## src/sv/vru_pkg.sv

```systemverilog
// Types and constants of the vector rotation unit.
package vru_pkg;
	localparam int VW = 32;
	localparam int AW = 16;
	localparam int CW = 34;
	localparam int MW = 32;

	typedef enum logic [1:0] {
		OP_EULER = 2'd0,
		OP_ROT_X = 2'd1,
		OP_ROT_Y = 2'd2,
		OP_ROT_Z = 2'd3
	} op_t;

	typedef struct packed {
		logic [1:0]          opcode;
		logic signed [VW-1:0] vec_x;
		logic signed [VW-1:0] vec_y;
		logic signed [VW-1:0] vec_z;
		logic [AW-1:0]       angle_theta;
		logic [AW-1:0]       angle_phi;
		logic [AW-1:0]       angle_psi;
	} in_item_t;

	typedef struct packed {
		logic signed [VW-1:0] out_x;
		logic signed [VW-1:0] out_y;
		logic signed [VW-1:0] out_z;
		logic                saturated;
	} out_item_t;

	localparam logic signed [CW-1:0] Q30_ONE = CW'(64'sd1073741824);
	localparam logic signed [CW-1:0] CORDIC_GAIN = CW'(64'sd652032874);

	function automatic logic [31:0] atan_lut(input int i);
		logic [31:0] t [32];
		t = '{32'h20000000, 32'h12E4051E, 32'h09FB385B, 32'h051111D4, 32'h028B0D43,
			32'h0145D7E1, 32'h00A2F61E, 32'h00517C55, 32'h0028BE53, 32'h00145F2F,
			32'h000A2F98, 32'h000517CC, 32'h00028BE6, 32'h000145F3, 32'h0000A2F9,
			32'h0000517C, 32'h000028BE, 32'h0000145F, 32'h00000A2F, 32'h00000517,
			32'h0000028B, 32'h00000145, 32'h000000A2, 32'h00000051, 32'h00000028,
			32'h00000014, 32'h0000000A, 32'h00000005, 32'h00000002, 32'h00000001,
			32'h00000000, 32'h00000000};
		return t[i];
	endfunction

	// Q30 product rounded half up with floor.
	function automatic logic signed [MW-1:0] mul_q30(input logic signed [MW-1:0] a,
		input logic signed [MW-1:0] b);
		logic signed [2*MW-1:0] p;
		p = a * b + 64'sd536870912;
		return MW'(p >>> 30);
	endfunction
endpackage

```

## src/sv/vru_fifo.sv

```systemverilog
// Short queue between the front and back parts.
module vru_fifo import vru_pkg::*; #(
	parameter int W = 8
) (
	input  logic         clk,
	input  logic         arst_n,
	input  logic         wr_valid,
	output logic         wr_stall,
	input  logic [W-1:0] wr_data,
	output logic         rd_valid,
	input  logic         rd_stall,
	output logic [W-1:0] rd_data
);
	logic [W-1:0] mem_q [2];
	logic         wp_q, rp_q;
	logic [1:0]   cnt_q;
	logic         wr, rd;

	assign wr_stall = (cnt_q == 2'd2);
	assign rd_valid = (cnt_q != 2'd0);
	assign rd_data  = mem_q[rp_q];
	assign wr = wr_valid && !wr_stall;
	assign rd = rd_valid && !rd_stall;

	always_ff @(posedge clk) begin
		if (wr) mem_q[wp_q] <= wr_data;
	end

	always_ff @(posedge clk or negedge arst_n) begin
		if (!arst_n) begin
			wp_q <= 1'b0;
			rp_q <= 1'b0;
			cnt_q <= 2'd0;
		end else begin
			if (wr) wp_q <= !wp_q;
			if (rd) rp_q <= !rp_q;
			cnt_q <= cnt_q + {1'b0, wr} - {1'b0, rd};
		end
	end
endmodule

```

## config.mk

```make
export PLATFORM = sky130hd
export DESIGN_NAME = vru_fifo
export DESIGN_NICKNAME = d
export VERILOG_FILES = /design/src/sv/vru_pkg.sv /design/src/sv/vru_fifo.sv
export SDC_FILE = /design/constraint.sdc
export NUM_CORES = 1
export LEC_CHECK = 0
export ABC_AREA = 1
export BUFFER_PORTS_ARGS = -buffer_cell sky130_fd_sc_hd__clkbuf_2
export CAP_MARGIN = 10
export CORE_MARGIN = 5
export CORE_UTILIZATION = 49
export DETAILED_ROUTE_END_ITERATION = 10
export MAX_ROUTING_LAYER = met4
export PLACE_DENSITY = 0.75
export SKIP_LAST_GASP = 1
export SLEW_MARGIN = 20
export SYNTH_ARGS = -nofsm -noshare
export SYNTH_HDL_FRONTEND = slang
export SYNTH_SLANG_ARGS = --single-unit
```

## constraint.sdc

```tcl
create_clock -name clk -period 1.45 [get_ports clk]
set_input_delay 0.29 -clock clk [delete_from_list [all_inputs] [get_ports clk]]
set_output_delay 0.29 -clock clk [all_outputs]
set_load 0.01 [all_outputs]
```

==> results.py <==
metrics = {
    "status": {
        "outcome": "completed",
    },
    "detailed_routing": {
        "drt_iter0_drc": 5,
        "wirelength_mm": 1.535,
        "dr.pass1.iters": 4,
        "ant_nets": 0,
        "viasPerCell": 4.869,
        "via_count": 594,
        "drc_errors": 0,
        "wl_per_cell_um": 12.58,
    },
    "clock_tree": {
        "cts_tree": "yes",
        "cts_made_buffers": 3,
        "cts_sinks": 20,
        "clk_latency_ps": 300,
        "path_clk_slew_ps": 110,
        "h-tree-depth": 1,
        "cts_root_buffer": "clkbuf_4",
        "cts_buffer_depth": 2,
    },
    "logic_synthesis": {
        "seq_area_frac_synth_pct": 69.67,
        "syn-cell-area_um2": 833.3,
        "yosys_register_bits": 20,
        "ys_warn_count": 0,
        "synth_area_per_cell_um2": 11.11,
        "synthesis.nets": 89,
        "synthDistinctLibCells": 12,
        "synth_cells": 75,
    },
    "placement": {
        "dp.cells": 113,
        "place_congestion": 0.7177,
        "hpwl_mm": 1.048,
        "portBuffers": 21,
        "placed_area_um2": 955.9,
        "preCtsSetupSlack_ps": 74.88,
    },
    "grt": {
        "grt_overflow": 0,
        "antenna_found_initial": 0,
        "grt_use_total_pct": 14.23,
        "grt_pass1_vias": 590,
        "grt_max_degree": 13,
        "grt_pass1_wl_mm": 2.532,
    },
    "critical_path": {
        "cp_data_arrival_time_ps": 1150,
        "endpoint_kind": "output port",
        "critical_path_class": "reg2out",
        "crit_fanout": 5,
        "ff2ff_setup_slack_ps": 50,
        "critPathLaunchType": "flip-flop",
        "cp_data_required_time_ps": 1160,
    },
    "power_and_ir_drop": {
        "pwr_density_cell_mw_per_mm2": 2091,
        "intPower_mw": 1.481,
        "p_sw_share_pct": 35.32,
        "seqPwrFrac_pct": 39.5,
        "power_mw": 2.289,
        "irDropWorstVdd_v": 0.001104,
        "p_sw_uw": 808.7,
        "pwr-share-comb_pct": 40.9,
        "power.leakage_nw": 0.5369,
        "clock_power_share_pct": 19.6,
    },
    "die": {
        "initial_core_util_pct": 49.89,
        "die_w_um": 51.24,
        "die_height_um": 51.24,
        "rows": 15,
        "pin_count": 22,
        "coreArea_mm2": 0.001670,
        "fp.dieArea_mm2": 0.002626,
    },
    "hold_path": {
        "min_path_type": "in2reg",
    },
    "timing": {
        "worstMarginPinSlew_ps": 335.4,
        "period_minus_slack_ps": 1442,
        "maxSlewViolCount": 0,
        "fmax_ghz": 0.6933,
        "holdWs_ps": 165.5,
        "finalHoldViolations": 0,
        "grt_setup_unrepaired": "true",
        "finalCritPeriodShare_pct": 99.47,
        "final.setup.tns_ps": 0,
        "worst_slack_ps": 7.710,
        "setup_viol": 0,
        "max-slew-margin-rel_pct": 77.61,
        "fin_skew_ps": 3.667,
    },
    "final_layout": {
        "layout_common_cells": "nand2_1, clkbuf_2, edfxtp_1",
        "layout.area.seq_um2": 581.8,
        "drive_gt1_share_pct": 46.67,
        "area_growth_pct": 31.38,
        "antenna_cells": 0,
        "nFillCells": 129,
        "final_common_cell": "nand2_1",
        "final_cells": 122,
        "layout.nets": 120,
        "finalInstanceArea_mm2": 0.001095,
        "final_core_util_pct": 65.54,
        "multiInputGateArea_um2": 232.7,
    },
    "run": {
        "drv_cap": 0,
    },
}
[cell usage after synthesis (all sizes together)]
cell,n,share of area [%]
dfrtp,4,12
edfxtp,16,58
nor2,1,0.45
inv,11,5.3
buf,1,1.4
nand3,3,1.8
nand2,37,18
ha,2,3.0
[layer usage]
metal | vias to the layer above | global-route usage, % | share of wire (%) | wire [um]
li1 | 297 | - | - | -
met1 | 275 | 14.74 | 38 | 590
met2 | 17 | 23.82 | 54 | 829
met3 | 5 | 3.790 | 4.4 | 68
met4 | 0 | 9.170 | 2.9 | 45
met5 | - | - | 0 | 0
[final timing paths]
kind	from	depth (start not counted)	to
worst min-delay path	wr_data[3]	1	mem_q[0][3]
worst max register to register	cnt_q[0]	10	cnt_q[1]
worst max-delay path	rp_q	4	rd_data[7]
max in group asynchronous	arst_n	2	rp_q
min in group asynchronous	arst_n	2	rp_q
worst min register to register	wp_q	2	wp_q
[power by group through the flow]
stage          sequential [mW]  clock [mW]  combinational [mW]
2_1_floorplan            0.858           0               0.538
3_3_place_gp             0.903           0               0.704
3_5_place_dp             0.914           0               0.733
4_1_cts                  0.884       0.461               0.814
5_1_grt                  0.921       0.496                1.06
6_report                 0.904       0.450               0.936
[what timing repair did]
action / CTS / global route
setup endpoints to repair: 8 / 9
gates resized for setup: 3 / 19
pin swaps: 0 / 6
hold endpoints to repair: 4 / 0
buffers inserted: 2 / 2
hold buffers: 1 / 0
gates cloned: 0 / 0
[cell type report]
cell class	instances	share of cell area, %
tap	17	1.943
sequential	20	53.14
clock inverter	1	2.743
clock buffer	3	2.057
timing repair buffer	27	14.63
inverter	11	4.229
multi-input combinational	43	21.26
[registers in the layout, indices dropped and copies added (netlist names)]
signal / cells
wp_q: 1
rp_q: 1
cnt_q: 2
mem_q: 16
[critical path: stages (launching register included)]
cell and delay, ps:
dfrtp_2 480, buf_6 160, nand2_2 40, nand2_1 40, buf_2 130
[logic make-up after synthesis]
group	synth area share, %
adder cells (fa/ha/maj)	3.003
buffers and inverters	6.607
AND/OR/NAND/NOR	20.72
flip-flops	69.67
(Power assumes the default switching activity.)
